===== src/design/rxd_pkg.sv =====
package rxd_pkg;

  localparam int unsigned DATA_W     = 32;
  localparam int unsigned COUNT_W    = 16;
  localparam int unsigned SHIFT_A    = 13;
  localparam int unsigned SHIFT_B    = 17;
  localparam int unsigned SHIFT_C    = 5;
  localparam int unsigned DIV_STEPS  = DATA_W;
  localparam int unsigned STEP_CNT_W = $clog2(DIV_STEPS);

  localparam logic [COUNT_W-1:0] RESEED_INTERVAL_RESET = COUNT_W'(50);

  typedef enum logic [1:0] {
    ST_IDLE,
    ST_DIV,
    ST_DONE
  } rxd_state_t;

  // controller -> datapath
  typedef struct packed {
    logic load;
    logic step;
    logic publish;
  } rxd_cmd_t;

  // datapath -> controller
  typedef struct packed {
    logic skip;
    logic div_last;
    logic out_free;
  } rxd_status_t;

endpackage


===== src/design/rxd_ctrl.sv =====
module rxd_ctrl (
  input  logic                clk,
  input  logic                rst_n,
  input  logic                in_valid,
  output logic                in_stall,
  input  rxd_pkg::rxd_status_t status,
  output rxd_pkg::rxd_cmd_t    cmd
);

  rxd_pkg::rxd_state_t state_r;
  rxd_pkg::rxd_state_t state_nxt;

  always_ff @(posedge clk) begin
    if (!rst_n) begin
      state_r <= rxd_pkg::ST_IDLE;
    end else begin
      state_r <= state_nxt;
    end
  end

  always_comb begin
    state_nxt = state_r;
    unique case (state_r)
      rxd_pkg::ST_IDLE: begin
        if (in_valid) begin
          state_nxt = rxd_pkg::ST_DIV;
        end
      end
      rxd_pkg::ST_DIV: begin
        if (status.skip || status.div_last) begin
          state_nxt = rxd_pkg::ST_DONE;
        end
      end
      rxd_pkg::ST_DONE: begin
        if (status.out_free) begin
          state_nxt = rxd_pkg::ST_IDLE;
        end
      end
      default: begin
        state_nxt = rxd_pkg::ST_IDLE;
      end
    endcase
  end

  always_comb begin
    cmd      = '0;
    in_stall = 1'b1;
    unique case (state_r)
      rxd_pkg::ST_IDLE: begin
        in_stall = 1'b0;
        cmd.load = in_valid;
      end
      rxd_pkg::ST_DIV: begin
        cmd.step = 1'b1;
      end
      rxd_pkg::ST_DONE: begin
        cmd.publish = status.out_free;
      end
      default: begin
        in_stall = 1'b1;
      end
    endcase
  end

endmodule


===== src/design/rxd_dp.sv =====
module rxd_dp (
  input  logic                                clk,
  input  logic                                rst_n,
  input  logic                                cfg_wr_en,
  input  logic [rxd_pkg::COUNT_W-1:0]         cfg_wr_data,
  input  logic [rxd_pkg::DATA_W-1:0]          in_entropy_word,
  input  logic [rxd_pkg::DATA_W-1:0]          in_max_delay,
  output logic                                out_valid,
  input  logic                                out_stall,
  output logic [rxd_pkg::DATA_W-1:0]          out_delay_value,
  output logic                                out_reseeded,
  output logic                                out_zero_state_fault,
  input  rxd_pkg::rxd_cmd_t                   cmd,
  output rxd_pkg::rxd_status_t                status
);

  localparam int unsigned DW = rxd_pkg::DATA_W;
  localparam int unsigned CW = rxd_pkg::COUNT_W;
  localparam int unsigned SW = rxd_pkg::STEP_CNT_W;

  function automatic logic [DW-1:0] xorshift(input logic [DW-1:0] x);
    logic [DW-1:0] v;
    v = x;
    v = v ^ (v << rxd_pkg::SHIFT_A);
    v = v ^ (v >> rxd_pkg::SHIFT_B);
    v = v ^ (v << rxd_pkg::SHIFT_C);
    return v;
  endfunction

  logic [CW-1:0] interval_r;
  logic [DW-1:0] prng_state_r;
  logic [CW-1:0] request_count_r;

  logic [DW-1:0] dividend_r;
  logic [DW-1:0] divisor_r;
  logic [DW-1:0] rem_r;
  logic [SW-1:0] step_cnt_r;
  logic          skip_r;
  logic          fault_r;
  logic          reseed_r;

  logic          out_valid_r;
  logic [DW-1:0] out_delay_r;
  logic          out_reseeded_r;
  logic          out_fault_r;

  logic [CW-1:0] interval_eff;
  logic          reseed;
  logic [DW-1:0] seeded;
  logic [CW-1:0] count_inc;
  logic [CW-1:0] request_count_nxt;
  logic          fault;
  logic [DW-1:0] advanced;
  logic [DW-1:0] prng_state_nxt;

  logic [DW:0]   rem_shift;
  logic          rem_ge;
  logic [DW-1:0] rem_nxt;

  // request bookkeeping, all settled in the accept cycle
  always_comb begin
    interval_eff      = (interval_r == '0) ? CW'(1) : interval_r;
    reseed            = (request_count_r == '0) || (prng_state_r == '0);
    seeded            = reseed ? in_entropy_word : prng_state_r;
    count_inc         = request_count_r + CW'(1);
    request_count_nxt = (count_inc >= interval_eff) ? '0 : count_inc;
    fault             = (seeded == '0);
    advanced          = xorshift(seeded);
    prng_state_nxt    = fault ? seeded : advanced;
  end

  // one restoring step of dividend_r mod divisor_r
  always_comb begin
    rem_shift = {rem_r, dividend_r[DW-1]};
    rem_ge    = (rem_shift >= {1'b0, divisor_r});
    rem_nxt   = rem_ge ? DW'(rem_shift - {1'b0, divisor_r}) : DW'(rem_shift);
  end

  always_ff @(posedge clk) begin
    if (!rst_n) begin
      interval_r      <= rxd_pkg::RESEED_INTERVAL_RESET;
      prng_state_r    <= '0;
      request_count_r <= '0;
      out_valid_r     <= 1'b0;
    end else begin
      if (cfg_wr_en) begin
        interval_r <= cfg_wr_data;
      end
      if (cmd.load) begin
        prng_state_r    <= prng_state_nxt;
        request_count_r <= request_count_nxt;
      end
      if (cmd.publish) begin
        out_valid_r <= 1'b1;
      end else if (!out_stall) begin
        out_valid_r <= 1'b0;
      end
    end
  end

  always_ff @(posedge clk) begin
    if (cmd.load) begin
      dividend_r <= advanced;
      divisor_r  <= in_max_delay;
      rem_r      <= '0;
      step_cnt_r <= '0;
      skip_r     <= fault || (in_max_delay == '0);
      fault_r    <= fault;
      reseed_r   <= reseed;
    end else if (cmd.step && !skip_r) begin
      rem_r      <= rem_nxt;
      dividend_r <= {dividend_r[DW-2:0], 1'b0};
      step_cnt_r <= step_cnt_r + SW'(1);
    end
    if (cmd.publish) begin
      out_delay_r    <= skip_r ? '0 : rem_r;
      out_reseeded_r <= reseed_r;
      out_fault_r    <= fault_r;
    end
  end

  always_comb begin
    status.skip     = skip_r;
    status.div_last = (step_cnt_r == SW'(rxd_pkg::DIV_STEPS - 1));
    status.out_free = !out_valid_r || !out_stall;
  end

  assign out_valid            = out_valid_r;
  assign out_delay_value      = out_delay_r;
  assign out_reseeded         = out_reseeded_r;
  assign out_zero_state_fault = out_fault_r;

`ifndef SYNTHESIS
  a_rem_below_bound: assert property (@(posedge clk) disable iff (!rst_n)
    (cmd.publish && !skip_r) |-> (rem_r < divisor_r))
    else $error("remainder not below bound at publish");

  a_div_complete: assert property (@(posedge clk) disable iff (!rst_n)
    (cmd.publish && !skip_r) |-> (step_cnt_r == '0))
    else $error("result published before all division steps ran");

  a_fault_result: assert property (@(posedge clk) disable iff (!rst_n)
    (out_valid_r && out_fault_r) |-> (out_delay_r == '0 && out_reseeded_r))
    else $error("fault result must be a reseed with zero delay");

  a_publish_free: assert property (@(posedge clk) disable iff (!rst_n)
    cmd.publish |=> (out_valid_r && out_delay_r == $past(skip_r ? '0 : rem_r)))
    else $error("published result lost or altered");
`endif

endmodule


===== src/design/reseeded_xorshift_random_delay.sv =====
// Random delay generator built on a reseeded xorshift32 state.
//
// Input channel (in_valid / in_stall): each transfer carries a fresh random
// word in_entropy_word and an exclusive bound in_max_delay. The state is
// reloaded from the random word when the request counter is at zero or the
// state itself is zero, then advanced once by xorshift32 (13, 17, 5).
// Output channel (out_valid / out_stall): one result per request, holding
// the advanced state modulo the bound, a reseed flag and a zero-state fault
// flag (delay 0). A bound of zero yields delay 0.
// Configuration: cfg_wr_en / cfg_wr_data set the reseed interval (reset 50);
// write only while no request is in flight. Zero acts as an interval of 1.
//
// The input transfer loads the request; the 32 steps of the one-bit-per-cycle
// restoring modulo unit then run, or are skipped for a zero bound or a fault;
// the result is then registered to out_valid once the output register frees.
// One request is in flight at a time: the next is taken only after publish.
// A finished result waits in the output register while out_stall is high,
// and the next request is taken and computed meanwhile; its result holds
// until the register frees. Synchronous reset clears the state, the counter
// and the output valid, and reloads the interval default.
module reseeded_xorshift_random_delay (
  input  logic                        clk,
  input  logic                        rst_n,
  input  logic                        cfg_wr_en,
  input  logic [rxd_pkg::COUNT_W-1:0] cfg_wr_data,
  input  logic                        in_valid,
  output logic                        in_stall,
  input  logic [rxd_pkg::DATA_W-1:0]  in_entropy_word,
  input  logic [rxd_pkg::DATA_W-1:0]  in_max_delay,
  output logic                        out_valid,
  input  logic                        out_stall,
  output logic [rxd_pkg::DATA_W-1:0]  out_delay_value,
  output logic                        out_reseeded,
  output logic                        out_zero_state_fault
);

  rxd_pkg::rxd_cmd_t    cmd;
  rxd_pkg::rxd_status_t status;

  rxd_ctrl u_ctrl (
    .clk      (clk),
    .rst_n    (rst_n),
    .in_valid (in_valid),
    .in_stall (in_stall),
    .status   (status),
    .cmd      (cmd)
  );

  rxd_dp u_dp (
    .clk                  (clk),
    .rst_n                (rst_n),
    .cfg_wr_en            (cfg_wr_en),
    .cfg_wr_data          (cfg_wr_data),
    .in_entropy_word      (in_entropy_word),
    .in_max_delay         (in_max_delay),
    .out_valid            (out_valid),
    .out_stall            (out_stall),
    .out_delay_value      (out_delay_value),
    .out_reseeded         (out_reseeded),
    .out_zero_state_fault (out_zero_state_fault),
    .cmd                  (cmd),
    .status               (status)
  );

endmodule


===== config.mk =====
export PLATFORM = sky130hd
export DESIGN_NAME = reseeded_xorshift_random_delay
export DESIGN_NICKNAME = d
export VERILOG_FILES = /design/src/design/rxd_pkg.sv /design/src/design/rxd_ctrl.sv /design/src/design/rxd_dp.sv /design/src/design/reseeded_xorshift_random_delay.sv
export SDC_FILE = /design/constraint.sdc
export NUM_CORES = 1
export LEC_CHECK = 0
export ABC_CLOCK_PERIOD_IN_PS = 4300
export BUFFER_PORTS_ARGS = -buffer_cell sky130_fd_sc_hd__buf_2
export CAP_MARGIN = 20
export CORE_ASPECT_RATIO = 1.1
export CORE_MARGIN = 8
export CORE_UTILIZATION = 45
export CTS_CLUSTER_DIAMETER = 100
export DETAILED_ROUTE_END_ITERATION = 16
export PLACE_DENSITY = 0.62
export SYNTH_ARGS = -nofsm -noshare
export SYNTH_HDL_FRONTEND = slang
export SYNTH_SLANG_ARGS = --single-unit
export TNS_END_PERCENT = 50

===== constraint.sdc =====
create_clock -name clk -period 4.3 [get_ports clk]
set_input_delay 0.86 -clock clk [delete_from_list [all_inputs] [get_ports clk]]
set_output_delay 0.86 -clock clk [all_outputs]
set_load 0.02 [all_outputs]

==> flow_summary.ini, run 1 <==
[outcome]
status = finished clean

[power_and_ir_drop]
p_comb_share_pct = 25.6
p_leak_nw = 5.41
sw_frac_of_total_pct = 31.1
clkPwrFrac_pct = 33.0
p_switching_w = 0.00183
power_density_nw_per_um2 = 451
finalPower_w = 0.00587
vdd_ir_drop_max_mv = 0.300
p_int_w = 0.00404
seq_power_share_pct = 41.4

[cts]
h-tree-depth = 1
cts_buffers = 24
worstSkewPairLatency_ns = 0.52
cts.sinks = 205
cts_resized = 0
cts_tree = yes
hold_buffers = 0
post_cts_buffers = 0
clockRootBuffer = clkbuf_16
cts.path.max_buffers = 3
clk_pin_slew_ns = 0.06

[min_path]
hp-start = u_dp.reseed_r
hold_path_depth = 0
min_to = u_dp.out_reseeded
min_path_type = reg -> reg

[finish]
layout.nets = 1446
final_common_cell = nor2_1
utilization_pct = 52.0
drive_above_1_share_pct = 14.4
antenna_cells = 0
fill_cells = 2360
multi_input_area_sq_um = 5820
regArea_sq_um = 5110
stdcell_area_sq_um = 13000
area_growth_pct = 14.6
final_cell_mix = nor2_1 (143), buf_2 (120), dfxtp_1 (104)

[timing]
maxSlewHeadroom_pct = 44.2
fmax_ghz = 0.296
finalHoldViolCount = 0
tightest_slew_ns = 0.837
clock-skew-final_ns = 0.0135
finalCritPeriodShare_pct = 78.5
slew_viol_final = 0
rsz0062_at_grt = no
setup_viol = 0
timing.setup.tns_ns = 0
timing.final.ws_setup_ns = 0.924
fin_crit_ns = 3.38

[routing]
routed_wirelength_um = 27100
viasPerCell = 5.33
ant_nets = 0
post-route-drc-count = 0
dr.first_iter.drc_count = 422
vias = 8753
wl_per_cell_um = 16.5
drt_pass1_iterations = 5

[grt]
grt_pass1_wl_um = 44300
grt_pass1_vias = 8739
antenna_found_initial = 1
track_usage_pct = 17.5
overflow = 0
grt_max_degree = 97

[setup_path]
critPathKind = reg -> reg
crit_slowest_cell = nand3_1
start_kind = register
reg2reg_depth = 14
cp.buffers_inverters = 0
critPathCaptureType = register
cp_top_family = simple AND/OR/NAND/NOR gates
required_ns = 4.75
r2r_slack_ns = 0.92
cp_max_fo = 17
crit_chain = ha_1 > nand3_1 > nor2_1 > nand3_1 > xnor2_1 > ha_1 > a21o_1 > a21o_1 > nor4_1 > o21ai_0 > nand3_1 > nand2_1 > nor3_1 > o21bai_1
r2r-end = u_dp.request_count_r[4]
arrival_ns = 3.83
cpPeakStageDelay_ns = 0.53
timing.rr.start = u_dp.request_count_r[0]
timing.critical_path.mode_cell = nand3_1

[yosys]
yosys_warnings = 0
ys.flop_type = dfxtp_1
yosys.area.top_type_share_pct = 26.7
ys_seq_area_share_pct = 45.0
synth_area_leaders = edfxtp_1 (27%), dfxtp_1 (18%), ha_1 (5.7%), xnor2_1 (5.7%), xor2_1 (4.9%)
synthArstFlopShare_pct = 0
synth_cell_type_count = 62
postSynthCellCount = 1201
synth_edf_count = 101
syn-num-nets = 1339
synth_seq_cells = 205
synthesis.area_sq_um = 11400
yosys.area.top_type = edfxtp_1
syn_area_per_cell_sq_um = 9.46

[place]
io_buffer_count = 120
routabilityCongestion = 0.931
dpl-instance-area_sq_um = 12300
dp_slack_ns = 0.925
hpwl_um = 20200

[floorplanning]
die-area_sq_um = 30600
dieWidth_um = 167
fp.coreArea_sq_um = 25000
die_h_um = 183
rows = 61
ios = 121
start_util_pct = 45.4

[run]
drv_cap = 0
## layout make-up
cell class / count / area share [%]
multi-input combinational: 885 / 44.7
sequential: 205 / 39.3
timing repair buffer: 132 / 5.40
clock buffer: 34 / 5.14
tap: 315 / 3.03
inverter: 60 / 1.73
clock inverter: 10 / 0.654
## layer usage
| layer | vias to the layer above | routed length [um] | track usage, % |
|---|---|---|---|
| li1 | 4445 | - | - |
| met1 | 4049 | 11800 | 21.2 |
| met2 | 207 | 13100 | 30.5 |
| met3 | 50 | 1390 | 3.35 |
| met4 | 2 | 814 | 6.33 |
| met5 | - | 13 | 0 |
## through the flow
stage | hold slack (ns) | std cells
3_3_place_gp | 0.405 | 1597
4_1_cts | 0.420 | 1641
6_report | 0.419 | 1641
3_5_place_dp | 0.406 | 1597
5_1_grt | 0.424 | 1641
2_1_floorplan | 0.400 | 1201
## state kept, by name, summed over array words and instances (netlist names), 5 cells and up
name	flops
u_dp.divisor_r	32
u_dp.request_count_r	16
u_dp.out_delay_value	32
u_dp.interval_r	16
u_dp.rem_r	32
u_dp.dividend_r	32
u_dp.step_cnt_r	5
u_dp.prng_state_r	32
## Yosys cell counts, types with 4 or more instances
| library cell | number |
|---|---|
| a211oi_1 | 5 |
| a211oi_2 | 4 |
| a21boi_0 | 11 |
| a21o_1 | 19 |
| a21oi_1 | 60 |
| a31oi_1 | 5 |
| a32o_1 | 14 |
| a32oi_1 | 9 |
| and2_1 | 7 |
| and3_1 | 8 |
| buf_2 | 8 |
| buf_4 | 5 |
| clkbuf_1 | 37 |
| dfxtp_1 | 104 |
| edfxtp_1 | 101 |
| ha_1 | 52 |
| inv_1 | 58 |
| mux2i_1 | 30 |
| nand2_1 | 103 |
| nand2b_1 | 12 |
| nand3_1 | 15 |
| nand4_1 | 17 |
| nor2_1 | 144 |
| nor2b_1 | 49 |
| nor3_1 | 12 |
| nor4_1 | 31 |
| o211ai_1 | 9 |
| o21ai_0 | 58 |
| o21ai_1 | 32 |
| o21bai_1 | 4 |
| xnor2_1 | 74 |
| xor2_1 | 63 |
## worst register-to-register path, cell delays in order (launching register included)
cell      delay, ns
dfxtp_1        0.45
ha_1           0.24
nand3_1        0.19
nor2_1         0.30
nand3_1        0.14
xnor2_1        0.21
ha_1           0.28
a21o_1         0.16
a21o_1         0.18
nor4_1         0.15
o21ai_0        0.12
nand3_1        0.53
nand2_1        0.11
nor3_1         0.14
o21bai_1       0.12
## cell families (layout without fill, tap and decap cells)
family	after synthesis	in the layout	share of synthesized area, %
AOI/OAI and AO/OA	255	255	14.9
muxes	31	31	2.78
xor gates and xnor gates	137	137	10.6
DFF	205	205	45.0
adders and majority gates	53	53	5.90
buffers and inverters	111	236	3.92
and+or+nand+nor	409	409	16.9
## power by group through the flow
stage	registers [W]	logic, W	clock network [W]
finish	0.00243	0.00150	0.00194
global route	0.00245	0.00169	0.00207
CTS	0.00243	0.00151	0.00199
detailed placement	0.00247	0.00150	0
global placement	0.00246	0.00149	0
floorplan	0.00242	0.00117	0
## worst max path at each step
stage,startpoint,to,depth (start not counted)
finish,u_dp.request_count_r[0],u_dp.request_count_r[4],14
global route,u_dp.request_count_r[0],u_dp.request_count_r[4],14
CTS,u_dp.request_count_r[0],u_dp.request_count_r[4],14
detailed placement,u_dp.request_count_r[0],u_dp.request_count_r[4],14
global placement,u_dp.request_count_r[0],u_dp.request_count_r[4],14
floorplan,out_stall,u_dp.out_delay_value[0],1
Power figures use the tool's default switching activity.
==> run 2: changes to the inputs <==
ABC_CLOCK_PERIOD_IN_PS = 3400   (was 4300)
clock period = 3.4 ns   (was 4.3 ns; I/O delays follow)
==> run 2 against run 1 <==
Compared with the run above: global-route usage is essentially flat; first-iteration DRC count grew 8.3%; critical endpoint is now u_dp.request_count_r[8]; hold slack lost 0.063 ns; sequential power grew 26%; count of clock-buffer cells in the layout shrank 2; routed wire length is essentially flat; maximum frequency grew 10%.
==> flow_summary.ini, run 2 (same netlist as run 1, synthesis figures left out) <==
[floorplanning]
die-area_sq_um = 30600
die_h_um = 183
fp.coreArea_sq_um = 25000
rows = 61
dieWidth_um = 167
ios = 121
start_util_pct = 45.4

[setup_path]
r2r-end = u_dp.request_count_r[8]
r2r_slack_ns = 0.33
timing.rr.start = u_dp.request_count_r[4]
arrival_ns = 3.52
required_ns = 3.85
reg2reg_depth = 13
critPathCaptureType = register
critPathKind = reg -> reg
start_kind = register
cp_max_fo = 11

[grt]
grt_max_degree = 65
grt_pass1_wl_um = 44300
overflow = 0
grt.busiest_layer = met2
met2_usage_pct = 30.7
antenna_found_initial = 1
grt_use_met3_pct = 3.33
met1_usage_pct = 21.7
track_usage_pct = 17.5
grt_pass1_vias = 8720

[timing]
fmax_ghz = 0.326
hold-worst-slack_ns = 0.355
finalHoldViolCount = 0
slew_viol_final = 0
fin_crit_ns = 3.07
clock-skew-final_ns = 0.0113
maxSlewHeadroom_pct = 60.0
timing.final.ws_setup_ns = 0.330
finalCritPeriodShare_pct = 90.3
timing.setup.tns_ns = 0
tightest_slew_ns = 0.600
setup_viol = 0

[power_and_ir_drop]
vdd_ir_drop_max_mv = 0.312
power_density_nw_per_um2 = 573
p_leak_nw = 5.46

[place]
io_buffer_count = 120
dp.cells = 1601
dp_slack_ns = 0.171
hpwl_um = 20200
routabilityCongestion = 0.908

[routing]
post-route-drc-count = 0
wl_per_cell_um = 16.5
viasPerCell = 5.33
drt_pass1_iterations = 5
dr.first_iter.drc_count = 457
vias = 8747
routed_wirelength_um = 27100
ant_nets = 0

[cts]
h-tree-depth = 1
hold_buffers = 0
cts_tree = yes
cts.sinks = 205
clk_pin_slew_ns = 0.06
cts.path.max_buffers = 3
clockRootBuffer = clkbuf_16
cts_buffers = 23
worstSkewPairLatency_ns = 0.51

[run]
drv_cap = 0

[min_path]
hp-start = in_max_delay[20]
hold_path_depth = 1
min_to = u_dp.divisor_r[20]
min_path_type = in -> reg

[finish]
final_common_cell = nor2_1
area_growth_pct = 15.3
layout.nets = 1449
fill_cells = 2384
antenna_cells = 0
final_cell_mix = nor2_1 (142), buf_2 (120), dfxtp_1 (104)
multi_input_area_sq_um = 5840
final_cells = 1642
utilization_pct = 52.3
drive_above_1_share_pct = 14.9
regArea_sq_um = 5110

[outcome]
status = finished clean
run 2: critical path, stage by stage (launching register included):
cell,delay (ns)
dfxtp_1,0.47
nand4_1,0.23
nor2_1,0.29
nand2_1,0.11
xnor2_1,0.22
ha_1,0.28
a21o_1,0.17
a21o_1,0.16
a21o_1,0.18
nor4_1,0.15
o21ai_0,0.15
nand3_2,0.22
buf_4,0.20
a32o_1,0.17
run 2: how the worst max path moves through the flow:
| stage | start | endpoint | slack (ns) | cells past startpoint |
|---|---|---|---|---|
| finish | u_dp.request_count_r[4] | u_dp.request_count_r[8] | 0.33 | 13 |
| global route | u_dp.request_count_r[0] | u_dp.request_count_r[8] | -0.007 | 13 |
| CTS | u_dp.request_count_r[0] | u_dp.request_count_r[8] | 0.13 | 13 |
| detailed placement | u_dp.request_count_r[0] | u_dp.request_count_r[8] | 0.17 | 13 |
| global placement | u_dp.request_count_r[0] | u_dp.request_count_r[10] | 0.21 | 13 |
| floorplan | u_dp.request_count_r[0] | u_dp.request_count_r[10] | 0.56 | 13 |
run 2: where the power goes:
group / internal (W) / leakage [nW] / switching [W]
logic: 0.000802 / 3.27 / 0.00112
clock network: 0.00149 / 0.374 / 0.00101
registers: 0.00288 / 1.81 / 0.000189
run 2: cell type report:
cell class / count / share of cell area (%)
Tap cell: 315 / 3.01
Timing Repair Buffer: 136 / 5.79
Sequential cell: 205 / 39.1
Clock inverter: 9 / 0.860
Multi-Input combinational cell: 885 / 44.6
Clock buffer: 32 / 4.96
Inverter: 60 / 1.72
run 2: stage by stage:
stage	total power (W)	area, sq um
finish	0.00750	13100
global route	0.00792	13100
CTS	0.00757	13100
detailed placement	0.00504	12300
floorplan	0.00455	11400
global placement	0.00502	12300
run 2: repair_timing:
action,in CTS,in global routing
buffers inserted,0,0
gates resized for setup,0,3
setup endpoints to repair,0,16
run 2: per-layer routing:
| layer | wire length, um | part of all wire (%) |
|---|---|---|
| met1 | 12100 | 45 |
| met2 | 13200 | 49 |
| met3 | 1330 | 4.9 |
| met4 | 500 | 1.8 |
| met5 | 13 | 0.048 |
